===== config.mk =====
export PLATFORM = sky130hd
export DESIGN_NAME = divider_timer_with_reload_top_flat
export DESIGN_NICKNAME = d
export VERILOG_FILES = /design/src/dtr_pkg.sv /design/src/dtr_if.sv /design/src/dtr_ctrl.sv /design/src/dtr_datapath.sv /design/src/divider_timer_with_reload_top.sv /design/src/flat_wrapper.sv
export SDC_FILE = /design/constraint.sdc
export NUM_CORES = 1
export LEC_CHECK = 0
export ABC_CLOCK_PERIOD_IN_PS = 2250
export BUFFER_PORTS_ARGS = -buffer_cell sky130_fd_sc_hd__buf_2
export CELL_PAD_IN_SITES_DETAIL_PLACEMENT = 2
export CELL_PAD_IN_SITES_GLOBAL_PLACEMENT = 2
export CORE_MARGIN = 2
export CORE_UTILIZATION = 38
export CTS_CLUSTER_SIZE = 28
export DETAILED_ROUTE_END_ITERATION = 8
export GPL_TIMING_DRIVEN = 0
export PLACE_DENSITY_LB_ADDON = 0.15
export SKIP_LAST_GASP = 1
export SLEW_MARGIN = 30
export SYNTH_ARGS = -nofsm -noshare
export SYNTH_HDL_FRONTEND = slang
export SYNTH_SLANG_ARGS = --single-unit

===== constraint.sdc =====
create_clock -name clk -period 2.25 [get_ports clk]
set_input_delay 0.225 -clock clk [delete_from_list [all_inputs] [get_ports clk]]
set_output_delay 0.225 -clock clk [all_outputs]
set_load 0.05 [all_outputs]

===== src/dtr_pkg.sv =====
package dtr_pkg;

	localparam int DivW     = 16;
	localparam int CntW     = 8;
	localparam int TickW    = 8;
	localparam int RelW     = 8;
	localparam int CtlW     = 3;
	localparam int CfgIdxW  = 1;
	localparam int CfgDataW = 8;

	localparam logic [CfgIdxW-1:0] REG_RELOAD  = 1'd0;
	localparam logic [CfgIdxW-1:0] REG_CONTROL = 1'd1;

	localparam logic [1:0]      TAP_SEL_MASK = 2'b11;
	localparam logic [DivW-1:0] TAP_MASK0    = 16'h0200;
	localparam logic [DivW-1:0] TAP_MASK1    = 16'h0008;
	localparam logic [DivW-1:0] TAP_MASK2    = 16'h0020;
	localparam logic [DivW-1:0] TAP_MASK3    = 16'h0080;
	localparam logic [CtlW-1:0] ENABLE_MASK  = 3'b100;

	localparam logic FUNC_ADVANCE = 1'b0;
	localparam logic FUNC_RESET   = 1'b1;

	typedef enum logic [1:0] {
		ST_IDLE,
		ST_RUN,
		ST_RESET_DIV,
		ST_FINISH
	} state_t;

	// controller to datapath
	typedef struct packed {
		logic start;
		logic tick;
		logic reset_div;
		logic load_out;
	} dp_cmd_t;

	// datapath to controller
	typedef struct packed {
		logic ticks_done;
		logic out_free;
	} dp_status_t;

	function automatic logic tap_signal(input logic [DivW-1:0] div,
			input logic [CtlW-1:0] ctl);
		logic [DivW-1:0] mask;
		begin
			case (ctl[1:0] & TAP_SEL_MASK)
				2'd0: mask = TAP_MASK0;
				2'd1: mask = TAP_MASK1;
				2'd2: mask = TAP_MASK2;
				2'd3: mask = TAP_MASK3;
				default: mask = TAP_MASK0;
			endcase
			tap_signal = ((div & mask) != '0) && ((ctl & ENABLE_MASK) != '0);
		end
	endfunction

endpackage


===== src/dtr_if.sv =====
interface dtr_req_if;
	logic                      valid;
	logic                      ready;
	logic                      func;
	logic [dtr_pkg::TickW-1:0] tick_count;

	modport source (output valid, output func, output tick_count, input ready);
	modport sink (input valid, input func, input tick_count, output ready);
endinterface

interface dtr_rsp_if;
	logic                     valid;
	logic                     ready;
	logic [7:0]               divider_high;
	logic [dtr_pkg::CntW-1:0] counter_value;
	logic                     overflow_irq;

	modport source (output valid, output divider_high, output counter_value,
		output overflow_irq, input ready);
	modport sink (input valid, input divider_high, input counter_value,
		input overflow_irq, output ready);
endinterface


===== src/dtr_ctrl.sv =====
module dtr_ctrl (
	input  logic                clk,
	input  logic                arst_n,
	input  logic                req_valid,
	input  logic                req_func,
	input  logic [dtr_pkg::TickW-1:0] req_ticks,
	output logic                req_ready,
	input  dtr_pkg::dp_status_t status,
	output dtr_pkg::dp_cmd_t    cmd
);

	dtr_pkg::state_t state_q, state_d;

	always_ff @(posedge clk or negedge arst_n) begin
		if (!arst_n) begin
			state_q <= dtr_pkg::ST_IDLE;
		end else begin
			state_q <= state_d;
		end
	end

	always_comb begin
		state_d       = state_q;
		req_ready     = 1'b0;
		cmd           = '0;
		case (state_q)
			dtr_pkg::ST_IDLE: begin
				req_ready = 1'b1;
				if (req_valid) begin
					cmd.start = 1'b1;
					if (req_func == dtr_pkg::FUNC_RESET) begin
						state_d = dtr_pkg::ST_RESET_DIV;
					end else if (req_ticks == '0) begin
						state_d = dtr_pkg::ST_FINISH;
					end else begin
						state_d = dtr_pkg::ST_RUN;
					end
				end
			end
			dtr_pkg::ST_RUN: begin
				// one machine tick per cycle until the count runs out
				cmd.tick = 1'b1;
				if (status.ticks_done) begin
					state_d = dtr_pkg::ST_FINISH;
				end
			end
			dtr_pkg::ST_RESET_DIV: begin
				cmd.reset_div = 1'b1;
				state_d       = dtr_pkg::ST_FINISH;
			end
			dtr_pkg::ST_FINISH: begin
				// hold until the output register can take the item
				if (status.out_free) begin
					cmd.load_out = 1'b1;
					state_d      = dtr_pkg::ST_IDLE;
				end
			end
			default: begin
				state_d = dtr_pkg::ST_IDLE;
			end
		endcase
	end

endmodule


===== src/dtr_datapath.sv =====
module dtr_datapath (
	input  logic                          clk,
	input  logic                          arst_n,
	input  logic                          cfg_we,
	input  logic [dtr_pkg::CfgIdxW-1:0]   cfg_index,
	input  logic [dtr_pkg::CfgDataW-1:0]  cfg_data,
	input  logic [dtr_pkg::TickW-1:0]     req_ticks,
	input  dtr_pkg::dp_cmd_t              cmd,
	output dtr_pkg::dp_status_t           status,
	input  logic                          rsp_ready,
	output logic                          rsp_valid,
	output logic [7:0]                    rsp_divider_high,
	output logic [dtr_pkg::CntW-1:0]      rsp_counter_value,
	output logic                          rsp_overflow_irq
);

	logic [dtr_pkg::RelW-1:0]  reload_q;
	logic [dtr_pkg::CtlW-1:0]  control_q;
	logic [dtr_pkg::DivW-1:0]  divider_q;
	logic [dtr_pkg::CntW-1:0]  counter_q;
	logic                      prev_tap_q;
	logic                      irq_q;
	logic [dtr_pkg::TickW-1:0] remain_q;
	logic                      out_valid_q;
	logic [7:0]                out_div_q;
	logic [dtr_pkg::CntW-1:0]  out_cnt_q;
	logic                      out_irq_q;

	logic [dtr_pkg::DivW-1:0]  div_next;
	logic                      tap_now;
	logic                      fall;
	logic                      step;

	assign div_next = cmd.reset_div ? '0 : divider_q + dtr_pkg::DivW'(1);
	assign tap_now  = dtr_pkg::tap_signal(div_next, control_q);
	assign fall     = prev_tap_q && !tap_now;
	assign step     = cmd.tick || cmd.reset_div;

	assign status.ticks_done = (remain_q == dtr_pkg::TickW'(1));
	assign status.out_free   = !out_valid_q || rsp_ready;

	always_ff @(posedge clk or negedge arst_n) begin
		if (!arst_n) begin
			reload_q   <= '0;
			control_q  <= '0;
			divider_q  <= '0;
			counter_q  <= '0;
			prev_tap_q <= 1'b0;
			irq_q      <= 1'b0;
			remain_q   <= '0;
			out_valid_q <= 1'b0;
		end else begin
			if (cfg_we) begin
				case (cfg_index)
					dtr_pkg::REG_RELOAD:  reload_q  <= cfg_data[dtr_pkg::RelW-1:0];
					dtr_pkg::REG_CONTROL: control_q <= cfg_data[dtr_pkg::CtlW-1:0];
					default: ;
				endcase
			end
			if (cmd.start) begin
				remain_q <= req_ticks;
				irq_q    <= 1'b0;
			end
			if (step) begin
				divider_q  <= div_next;
				prev_tap_q <= tap_now;
				if (fall) begin
					if (counter_q == '1) begin
						counter_q <= reload_q;
						irq_q     <= 1'b1;
					end else begin
						counter_q <= counter_q + dtr_pkg::CntW'(1);
					end
				end
			end
			if (cmd.tick) begin
				remain_q <= remain_q - dtr_pkg::TickW'(1);
			end
			if (cmd.load_out) begin
				out_valid_q <= 1'b1;
			end else if (rsp_ready) begin
				out_valid_q <= 1'b0;
			end
		end
	end

	// output payload needs no reset
	always_ff @(posedge clk) begin
		if (cmd.load_out) begin
			out_div_q <= divider_q[dtr_pkg::DivW-1:8];
			out_cnt_q <= counter_q;
			out_irq_q <= irq_q;
		end
	end

	assign rsp_valid         = out_valid_q;
	assign rsp_divider_high  = out_div_q;
	assign rsp_counter_value = out_cnt_q;
	assign rsp_overflow_irq  = out_irq_q;

endmodule


===== src/divider_timer_with_reload_top.sv =====
// Divider and timer counter with reload.
// req channel: one item either resets the 16-bit divider (func = 1) or
// advances it by tick_count machine ticks (func = 0). Each tick bumps the
// divider; the selected divider bit ANDed with the enable bit is watched for
// a one-to-zero transition, which steps the 8-bit counter. On overflow the
// counter reloads from reload_value and the item's overflow_irq is set.
// rsp channel: one item per request with divider bits 15:8, the counter and
// the overflow flag.
// Config: cfg_we/cfg_index/cfg_data; index 0 reload_value, 1 timer_control.
// Write only while the block is idle.
// Sequence: an advance is accepted, then runs one tick per cycle in the step
// loop and finishes with the output load; a zero-tick advance goes from accept
// straight to the output load, and a divider reset passes through the reset
// step before it. rsp.valid rises once the output register is loaded.
// A finished result sits in an output register; the next item is accepted
// meanwhile, but while rsp stalls its result is held in the datapath with the
// controller parked and req.ready low until the output register frees.
// Reset (arst_n low) clears divider, counter, stored tap, both registers and
// the output valid flag.
module divider_timer_with_reload_top (
	input  logic                         clk,
	input  logic                         arst_n,
	input  logic                         cfg_we,
	input  logic [dtr_pkg::CfgIdxW-1:0]  cfg_index,
	input  logic [dtr_pkg::CfgDataW-1:0] cfg_data,
	dtr_req_if.sink                      req,
	dtr_rsp_if.source                    rsp
);

	dtr_pkg::dp_cmd_t    cmd;
	dtr_pkg::dp_status_t status;

	dtr_ctrl u_ctrl (
		.clk       (clk),
		.arst_n    (arst_n),
		.req_valid (req.valid),
		.req_func  (req.func),
		.req_ticks (req.tick_count),
		.req_ready (req.ready),
		.status    (status),
		.cmd       (cmd)
	);

	dtr_datapath u_datapath (
		.clk               (clk),
		.arst_n            (arst_n),
		.cfg_we            (cfg_we),
		.cfg_index         (cfg_index),
		.cfg_data          (cfg_data),
		.req_ticks         (req.tick_count),
		.cmd               (cmd),
		.status            (status),
		.rsp_ready         (rsp.ready),
		.rsp_valid         (rsp.valid),
		.rsp_divider_high  (rsp.divider_high),
		.rsp_counter_value (rsp.counter_value),
		.rsp_overflow_irq  (rsp.overflow_irq)
	);

endmodule


===== src/flat_wrapper.sv =====
// flat-port wrapper written by rule: the top's interface ports become plain ports
module divider_timer_with_reload_top_flat 
  (clk, arst_n, cfg_we, cfg_index, cfg_data, req_valid, req_func, req_tick_count, req_ready, rsp_valid, rsp_divider_high, rsp_counter_value, rsp_overflow_irq, rsp_ready);
  dtr_req_if req_i ();
  dtr_rsp_if rsp_i ();
  input  logic clk;
  input  logic arst_n;
  input  logic cfg_we;
  input  logic [dtr_pkg::CfgIdxW-1:0] cfg_index;
  input  logic [dtr_pkg::CfgDataW-1:0] cfg_data;
  input wire logic [$bits(req_i.valid)-1:0] req_valid;
  input wire logic [$bits(req_i.func)-1:0] req_func;
  input wire logic [$bits(req_i.tick_count)-1:0] req_tick_count;
  output wire logic [$bits(req_i.ready)-1:0] req_ready;
  output wire logic [$bits(rsp_i.valid)-1:0] rsp_valid;
  output wire logic [$bits(rsp_i.divider_high)-1:0] rsp_divider_high;
  output wire logic [$bits(rsp_i.counter_value)-1:0] rsp_counter_value;
  output wire logic [$bits(rsp_i.overflow_irq)-1:0] rsp_overflow_irq;
  input wire logic [$bits(rsp_i.ready)-1:0] rsp_ready;
  assign req_i.valid = req_valid;
  assign req_i.func = req_func;
  assign req_i.tick_count = req_tick_count;
  assign req_ready = req_i.ready;
  assign rsp_valid = rsp_i.valid;
  assign rsp_divider_high = rsp_i.divider_high;
  assign rsp_counter_value = rsp_i.counter_value;
  assign rsp_overflow_irq = rsp_i.overflow_irq;
  assign rsp_i.ready = rsp_ready;
  divider_timer_with_reload_top u_core (.clk(clk), .arst_n(arst_n), .cfg_we(cfg_we), .cfg_index(cfg_index), .cfg_data(cfg_data), .req(req_i), .rsp(rsp_i));
endmodule

# Word-level counts from Yosys, hierarchy flattened
# Index checks and enable logic that the tools add are counted.
dict set report classes {
  n_reduce_logical 16
  add_sub_neg 3
  bitwise 2
  n_eq_ne 11
  mux 24
}
# op n
set op_table {}
lappend op_table {{$pmux W16 S4} 1}
lappend op_table {{$mux W8} 3}
lappend op_table {{$add A16 B1 Y16 const B} 1}
lappend op_table {{$and A16 B16 Y16} 1}
lappend op_table {{$mux W16} 1}
lappend op_table {{$reduce_bool A16 Y1} 1}
lappend op_table {{$mux W1} 13}
lappend op_table {{$mux W2} 5}
lappend op_table {{$add A8 B1 Y8 const B} 1}
lappend op_table {{$eq A2 B2 Y1 const B} 4}
lappend op_table {{$eq A8 B1 Y1 const B} 1}
lappend op_table {{$eq A8 B8 Y1 const B} 1}
lappend op_table {{$logic_not A8 Y1} 1}
lappend op_table {{$pmux W2 S4} 1}
lappend op_table {{$sub A8 B1 Y8 const B} 1}
lappend op_table {{$reduce_and A2 Y1} 3}
lappend op_table {{$eq A2 B1 Y1 const B} 2}
lappend op_table {{$logic_not A2 Y1} 2}
lappend op_table {{$ne A2 B1 Y1 const B} 2}
lappend op_table {{$reduce_bool A2 Y1} 2}
lappend op_table {{$reduce_and A3 Y1} 1}
lappend op_table {{$logic_and A1 B1 Y1} 2}
lappend op_table {{$logic_not A1 Y1} 2}
lappend op_table {{$logic_or A1 B1 Y1} 2}
lappend op_table {{2 further kinds} 2}
dict set report totals {
  regBits 65
  inputBits 23
  wordCells 68
  output_inout_bits 19
}

# Longest topological paths before layout
# Gate-level depths: netlist (run 1).
dict set report logic_depth {
  ltp_word 10
  ltp_mapped 8
  ltp_nobuf 7
}

# By module
# A second synthesis (run 1) with hierarchy kept.
dict set report hier_totals {
  hier_cells 294
  hier_area_um2 3171.8
}
# mod instances area_per_inst_um2 seq_area_each_um2 cells_per_inst
set by_module_without_submodules {}
lappend by_module_without_submodules {dtr_datapath 1 2945.3 1661.6 269}
lappend by_module_without_submodules {dtr_ctrl 1 226.5 50.0 25}

# Worst setup path after synthesis (run 1)
# No wires, ideal clock.
dict set report synth_path {
  kind {flip-flop to flip-flop}
  from {register u_core.u_ctrl.state_q[0]}
  to {register u_core.u_datapath.counter_q[1] in the netlist's numbering}
  synth_period_minus_slack_ps 2023
  n_path_buf 0
  setup_time_ps 125
  arrival_time_ps 1898
  path_slack_ps 227
  path_stages_with_launch 7
  t_required_ps 2125
  cell_sequence {dfrtp_1 -> inv_1 -> ha_1 -> or3_2 -> o221ai_4 -> a21oi_4 -> mux2_4}
}
dict set report synth_between {
  elab_chain_cells 9
  elab_cells_between_ends 12
  classes_between {eq/ne (2); mux (3); bitwise (1); reduce/logical (6)}
}
# element line_no
set synth_rtl {}
lappend synth_rtl {{start: declaration} dtr_ctrl.sv:12} ;# dtr_pkg::state_t state_q, state_d;
lappend synth_rtl {{start signal: assignment} dtr_ctrl.sv:16} ;# state_q <= dtr_pkg::ST_IDLE;
lappend synth_rtl {{start signal: assignment} dtr_ctrl.sv:18} ;# state_q <= state_d;
lappend synth_rtl {{$eq A2 B2 Y1} dtr_ctrl.sv:26} ;# case (state_q)
lappend synth_rtl {{$mux W1} dtr_ctrl.sv:26}
lappend synth_rtl {{$mux W16} dtr_datapath.sv:34} ;# assign div_next = cmd.reset_div ? '0 : divider_q + dtr_pkg::DivW'(1);
lappend synth_rtl {{$and A16 B16 Y16} dtr_pkg.sv:56} ;# tap_signal = ((div & mask) != '0) && ((ctl & ENABLE_MASK) != '0);
lappend synth_rtl {{$reduce_bool A16 Y1} dtr_pkg.sv:56}
lappend synth_rtl {{$logic_and A1 B1 Y1} dtr_pkg.sv:56}
lappend synth_rtl {{$logic_not A1 Y1} dtr_datapath.sv:36} ;# assign fall = prev_tap_q && !tap_now;
lappend synth_rtl {{$logic_and A1 B1 Y1} dtr_datapath.sv:36}
lappend synth_rtl {{$reduce_and A2 Y1 (no source line) (*)} -}
lappend synth_rtl {{end signal: assignment} dtr_datapath.sv:69} ;# counter_q <= reload_q;
lappend synth_rtl {{end signal: assignment} dtr_datapath.sv:72} ;# counter_q <= counter_q + dtr_pkg::CntW'(1);
lappend synth_rtl {{end: declaration} dtr_datapath.sv:20} ;# logic [dtr_pkg::CntW-1:0] counter_q;
# Every way passes the cells marked *; elsewhere a longest branch is shown, timed or not.
# A chain may end at the register's enable or synchronous reset.

# Worst setup path after layout (run 1)
# Same ends and word-level chain as after synthesis.

==> qor.txt, run 1 <==
Register-to-register setup slack -> 70 ps
DR DRC count -> 0
Max stage delay cell, worst path -> or3_2
Largest buffer count on any clock path -> 2
Post-route cell area -> 0.003852 sq mm
FF-to-FF Start -> u_core.u_ctrl.state_q[0]$_DFFE_PN0P_
Nets@finish -> 392
Synthesized instance count -> 302
Clock-pin slew on the worst setup and hold paths -> 80 ps
Static Leak -> 1.731 nW
Mapped Avg Cell Area -> 10.84 sq um
Flops & latches, synth -> 65
Top Family by Delay on Critical Path -> simple AND/OR/NAND/NOR gates
GRT overflow -> 0
Port Buf Inserts -> 41
Die area -> 0.009372 sq mm
Fill cells -> 900
Sequential share of the synthesized area -> 52.29%
Reg2Reg Depth -> 7
Gr usage total -> 19.17%
Dpl cell area -> 0.003612 sq mm
Crit path arrival time -> 2410 ps
Fmax -> 0.4588 GHz
Number of global-route vias before repair -> 2767
Worst slew pin tran -> 839.4 ps
Final hold violations -> 0
Largest net degree at the start of global routing -> 49
H-tree depth -> 3
Status -> finished, final reports clean
Total Power -> 2.626 mW
Synth cell types -> 51
Total CTS buffers -> 9
Pwr per Cell Area -> 681.6 mW/mm^2
Core area -> 0.008299 sq mm
Num rows -> 33
Number of setup violations in the final report -> 0
Post-synth top area share -> 36.70%
Cell Chain, Critical Path -> inv_1 > ha_2 > or3_2 > o221ai_4 > buf_4 > a21oi_4 > mux2_4
Clk_lat worst skew -> 350 ps
Initial antenna violation count -> 0
DP HPWL -> 6.117 mm
Rel. slew slack -> 44.04%
Number of cells on the critical path -> 7
Clock Sinks -> 65
Top area cells in the synthesized netlist -> dfrtp_1 37%, edfxtp_1 16%, nand2_1 4.9%
Clock power frac -> 37.4%
Via count -> 2556
Avg WL per Cell -> 18.60 um
Slowest stage delay, CP -> 510 ps
Post-Layout Cell Count -> 471
RSZ-0062 raised after global routing -> true
Internal power -> 1.942 mW
Placer Congestion -> 0.7650
Synthesized area -> 0.003273 sq mm
Switching part of the total -> 26.04%
Fraction of layout cells with a size suffix above 1 -> 26.23%
CP required -> 2480 ps
EDFF count, synth -> 17
Die H -> 96.81 um
HP Start -> cfg_data[6]
Buf/Inv on CP -> 2
Via-to-Cell Ratio -> 5.427
Area Overhead vs Synth -> 17.70%
Root Driver -> clkbuf_8
Reg-to-reg critical path endpoint -> u_core.u_datapath.counter_q[1]$_DFFE_PN0P_
Synth warn -> 0
First-pass GRT wire length -> 14.33 mm
Seq pwr share -> 51.4%
Post-placement cell count -> 448
Hold Slack -> 105.2 ps
TritonRoute pass-1 iters -> 4
Final slew viol count -> 0
NetSw -> 683.9 uW
Initial core utilization -> 39.44%
Period utilization -> 96.86%
Setup TNS -> 0 ps
Routed Antenna Nets -> 0
Crit-path max FO -> 5
Clock skew -> 13.64 ps
Min-Delay Path Depth -> 2
Async S/R FF share, synth -> 73.85%
Hold endpoint -> u_core.u_datapath.reload_q[6]$_DFFE_PN0P_
Worst hold path type -> input port to flop
Post-Synthesis Net Count -> 333
I/O pin total -> 42
Max-cap violation count -> 0
Total Routed Length -> 8.761 mm
Post-layout min period -> 2179 ps
Crit path launch type -> flop
CP Class -> flop to flop
CP startpoint -> u_core.u_ctrl.state_q[0]$_DFFE_PN0P_
Dominant cell type by area after synthesis -> dfrtp_1
CTS tree -> built
Max IR drop VDD -> 340.6 uV
Combinational share of power -> 11.2%
Setup crit end kind -> flop
Chip width -> 96.81 um
DRT iter0 DRCs -> 82
Antenna cell count -> 0
Top FF cell, synth -> dfrtp_1
[area by class of cell]
cell class                 count  area [sq um]  share of cell area (%)
tap                          105         131.4                   3.410
clock buffer                  12         135.1                   3.508
timing repair buffer          48         260.3                   6.755
multi-input combinational    213          1443                   37.45
sequential                    65          1714                   44.49
inverter                      12         45.04                   1.169
buffer                        12         78.83                   2.046
clock inverter                 4         45.04                   1.169
[power groups by stage]
stage	logic, mW	registers [mW]	clock network [mW]
after floorplan	0.186	1.35	0
after global placement	0.252	1.37	0
after detailed placement	0.269	1.37	0
after CTS	0.273	1.35	0.999
after global routing	0.328	1.36	1.06
final	0.294	1.35	0.981
[logic make-up (layout without fill, tap and decap cells)]
kind of cell / count (synthesis) / count (layout) / synth area share [%]
XOR/XNOR: 8 / 8 / 2.141
multiplexers: 23 / 23 / 7.989
AND/OR/NAND/NOR: 100 / 100 / 15.10
adder cells (fa/ha/maj): 8 / 8 / 3.058
buffers and inverters: 24 / 88 / 3.746
AO/OA/AOI/OAI: 74 / 74 / 15.67
flip-flops: 65 / 65 / 52.29
[worst max-delay path by stage]
stage,to,slack (ps)
6_report,u_core.u_datapath.counter_q[1]$_DFFE_PN0P_,70
3_3_place_gp,u_core.u_datapath.counter_q[1]$_DFFE_PN0P_,30
5_1_grt,u_core.u_datapath.counter_q[7]$_DFFE_PN0P_,-70
4_1_cts,u_core.u_datapath.counter_q[1]$_DFFE_PN0P_,10
3_5_place_dp,u_core.u_datapath.counter_q[1]$_DFFE_PN0P_,4
2_1_floorplan,u_core.u_datapath.counter_q[1]$_DFFE_PN0P_,230
[Yosys cell counts, drive strengths merged, types with 3 or more instances]
cell type	number
ha	8
nand2	43
xnor2	5
o31ai	4
nand3	10
mux2i	7
inv	12
mux2	16
nor4	5
nor2	13
o2bb2ai	3
nand2b	5
a22o	5
clkbuf	9
dfrtp	48
a211oi	4
and3	13
o21ai	32
buf	3
edfxtp	17
a21oi	13
xor2	3
[state kept, by name, indices dropped and copies added, names as in the netlist]
name,count
u_core.u_datapath.divider_q,16
u_core.u_datapath.rsp_valid,1
u_core.u_datapath.remain_q,8
u_core.u_datapath.rsp_counter_value,8
u_core.u_datapath.reload_q,8
u_core.u_ctrl.state_q,2
u_core.u_datapath.control_q,3
u_core.u_datapath.prev_tap_q,1
u_core.u_datapath.rsp_overflow_irq,1
u_core.u_datapath.rsp_divider_high,8
u_core.u_datapath.irq_q,1
u_core.u_datapath.counter_q,8
[layout by cell type, fill, tap and decap left out, drive strengths merged, types with 3 or more instances in the layout]
master / instances
nor4: 5
dfrtp: 48
a22o: 5
and3: 13
o2bb2ai: 3
nor2: 13
nand3: 10
clkbuf: 22
o21ai: 32
edfxtp: 17
a211oi: 4
o31ai: 4
mux2: 16
buf: 49
inv: 12
a21oi: 13
clkinv: 3
mux2i: 7
xor2: 3
nand2b: 5
ha: 8
nand2: 43
xnor2: 5
[metal layers]
metal / track usage (%) / wire [um] / vias to the layer above
met4: 6.609 / 129 / 0
met5: 0 / 0 / -
met3: 3.902 / 217 / 13
li1: - / - / 1209
met1: 25.43 / 4202 / 1292
met2: 31.30 / 4211 / 42
[through the flow]
step / setup WS (ps) / utilization (%)
detailed placement: 4.153 / 43.52
floorplan: 226.9 / -
finish: 70.58 / 46.42
global placement: 32.07 / 43.49
CTS: 10.92 / 45.82
global route: -65.45 / 46.42
[what timing repair did]
action,in CTS,in global routing
pin swaps,1,1
buffers inserted,0,6
hold buffers,1,0
endpoints found under the setup margin,1,10
gates resized for setup,0,6
hold endpoints to repair,48,0
No activity file was read; power rests on OpenSTA's default activity.
==> run 2: changes to the inputs <==
--- a/config.mk
+++ b/config.mk
@@ -9,6 +9,7 @@
 export BUFFER_PORTS_ARGS = -buffer_cell sky130_fd_sc_hd__buf_2
 export CELL_PAD_IN_SITES_DETAIL_PLACEMENT = 2
 export CELL_PAD_IN_SITES_GLOBAL_PLACEMENT = 2
+export CORE_ASPECT_RATIO = 0.5
 export CORE_MARGIN = 2
 export CORE_UTILIZATION = 38
 export CTS_CLUSTER_SIZE = 28
==> run 2 against run 1 <==
Compared with the run above: flip-flop and latch count is the same; critical endpoint is now u_core.u_datapath.counter_q[7]$_DFFE_PN0P_; via count grew 3.8%; cell count grew 1.5%; power grew 31%; critical path type unchanged; highest routed layer unchanged; setup slack gained 18 ps; critical path depth grew 1; cell area grew 6.5%; non-clock buffer count shrank 1.
==> qor.txt, run 2 (synthesis gave the netlist of run 1 again) <==
Seq pwr share -> 39.6%
Core area -> 0.008173 sq mm
CTS tree -> built
Max reg flops -> 16
Static Leak -> 1.826 nW
H-tree depth -> 3
Max IR drop VDD -> 432.3 uV
Gr usage total -> 24.14%
Initial core utilization -> 40.05%
Worst slew pin tran -> 672.0 ps
Final slew viol count -> 0
Dpl cell area -> 0.003621 sq mm
Total Routed Length -> 10.36 mm
Commonest cells after routing, fill and taps aside -> 44 x dfrtp_1, 42 x nand2_1, 40 x buf_2, 31 x o21ai_0, 17 x edfxtp_1
Clock power frac -> 51.0%
First-pass GRT wire length -> 16.84 mm
Clk_lat worst skew -> 340 ps
Die area -> 0.009417 sq mm
Largest net degree at the start of global routing -> 49
Placer Congestion -> 0.7671
DP HPWL -> 6.360 mm
Period utilization -> 96.05%
Switching part of the total -> 23.21%
DRT iter0 DRCs -> 123
Fmax -> 0.4627 GHz
Clock-pin slew on the worst setup and hold paths -> 60 ps
Fraction of layout cells with a size suffix above 1 -> 29.23%
Antenna cell count -> 0
Chip width -> 135.3 um
Internal power -> 2.638 mW
Register with the most flip-flops -> u_core.u_datapath.divider_q
CP required -> 2480 ps
Setup crit end kind -> flop
Rel. slew slack -> 55.20%
Number of setup violations in the final report -> 0
Crit-path max FO -> 9
Via count -> 2652
Final Util -> 50.18%
Area Overhead vs Synth -> 25.31%
Die H -> 69.63 um
Combinational share of power -> 9.5%
Avg WL per Cell -> 21.67 um
I/O pin total -> 42
Status -> finished, final reports clean
NetSw -> 797.2 uW
Number of global-route vias before repair -> 2924
Pwr per Cell Area -> 837.6 mW/mm^2
Initial antenna violation count -> 0
Clock skew -> 9.483 ps
Total CTS buffers -> 9
Root Driver -> clkbuf_16
FF/Latch Area -> 0.001717 sq mm
Hold Slack -> 125.9 ps
Num rows -> 23
TritonRoute pass-1 iters -> 4
Area of the multi-input gates -> 0.001496 sq mm
Final hold violations -> 0
Port Buf Inserts -> 41
CP Class -> flop to flop
Crit path arrival time -> 2390 ps
RSZ-0062 raised after global routing -> false
Worst hold path type -> input port to flop
Post-route cell area -> 0.004101 sq mm
Commonest non-fill, non-tap cell in the layout -> dfrtp_1
DR DRC count -> 0
Clock Sinks -> 65
Fill cells -> 835
Routed Antenna Nets -> 0
Post-layout min period -> 2161 ps
Via-to-Cell Ratio -> 5.548
Nets@finish -> 392
Largest buffer count on any clock path -> 2
Max-cap violation count -> 0
GRT overflow -> 0
Crit path launch type -> flop
## run 2: per-stage QoR
step / setup TNS (ps) / cells / power [mW] / setup slack, ps
after detailed placement: -67.78 / 455 / 1.654 / -36.60
final: 0 / 478 / 3.435 / 88.76
after global placement: 0 / 455 / 1.621 / 43.42
after global routing: 0 / 478 / 3.566 / 1.041
after CTS: -0.4372 / 475 / 3.451 / -0.4372
after floorplan: 0 / 302 / 1.532 / 226.9
## run 2: what timing repair did
action	CTS	global route
resized for setup	5	10
buffers inserted	2	3
endpoints found under the hold margin	48	0
pin swaps	2	2
cloned	1	0
hold buffers	1	0
endpoints found under the setup margin	7	13
## run 2: area by class of cell
cell class	instances	area share, %
buffer	12	1.952
clock buffer	9	5.491
clock inverter	7	3.478
inverter	12	1.098
multi-input combinational	214	36.49
sequential	65	41.85
tap	112	3.417
timing repair buffer	47	6.223
## run 2: path summary, 6_finish.rpt
check	start	slack, ps	to	cells past startpoint
worst max-delay path	u_core.u_datapath.divider_q[2]$_DFFE_PN0P_	90	u_core.u_datapath.counter_q[7]$_DFFE_PN0P_	8
min in group asynchronous	arst_n	460	u_core.u_datapath.divider_q[12]$_DFFE_PN0P_	2
worst max register to register	u_core.u_datapath.divider_q[2]$_DFFE_PN0P_	90	u_core.u_datapath.counter_q[7]$_DFFE_PN0P_	8
worst min register to register	u_core.u_datapath.irq_q$_DFF_PN0_	480	u_core.u_datapath.rsp_overflow_irq$_DFFE_PP_	0
worst min-delay path	cfg_data[5]	130	u_core.u_datapath.reload_q[5]$_DFFE_PN0P_	2
max in group asynchronous	arst_n	1300	u_core.u_datapath.counter_q[0]$_DFFE_PN0P_	2
## run 2: worst max-delay path, cell delays in order (launching register included)
cell,delay (ps)
dfrtp_1,370
buf_6,130
and4_1,220
o2bb2ai_2,140
a22oi_2,140
buf_4,160
o221ai_2,190
a2111o_1,470
mux2i_1,220
## run 2: layer usage
metal  GRT usage [%]  wire length [um]  up-vias
li1                -                 -     1217
met1           29.94              4631     1370
met2           41.17              5175       51
met3           7.091               433       14
met4           6.713               119        0
met5               0                 0        -
## run 2: power groups by stage
| stage | combinational [mW] | clock, mW | sequential, mW |
|---|---|---|---|
| final | 0.325 | 1.75 | 1.36 |
| after global routing | 0.357 | 1.84 | 1.37 |
| after floorplan | 0.186 | 0 | 1.35 |
| after global placement | 0.254 | 0 | 1.37 |
| after detailed placement | 0.281 | 0 | 1.37 |
| after CTS | 0.314 | 1.78 | 1.36 |
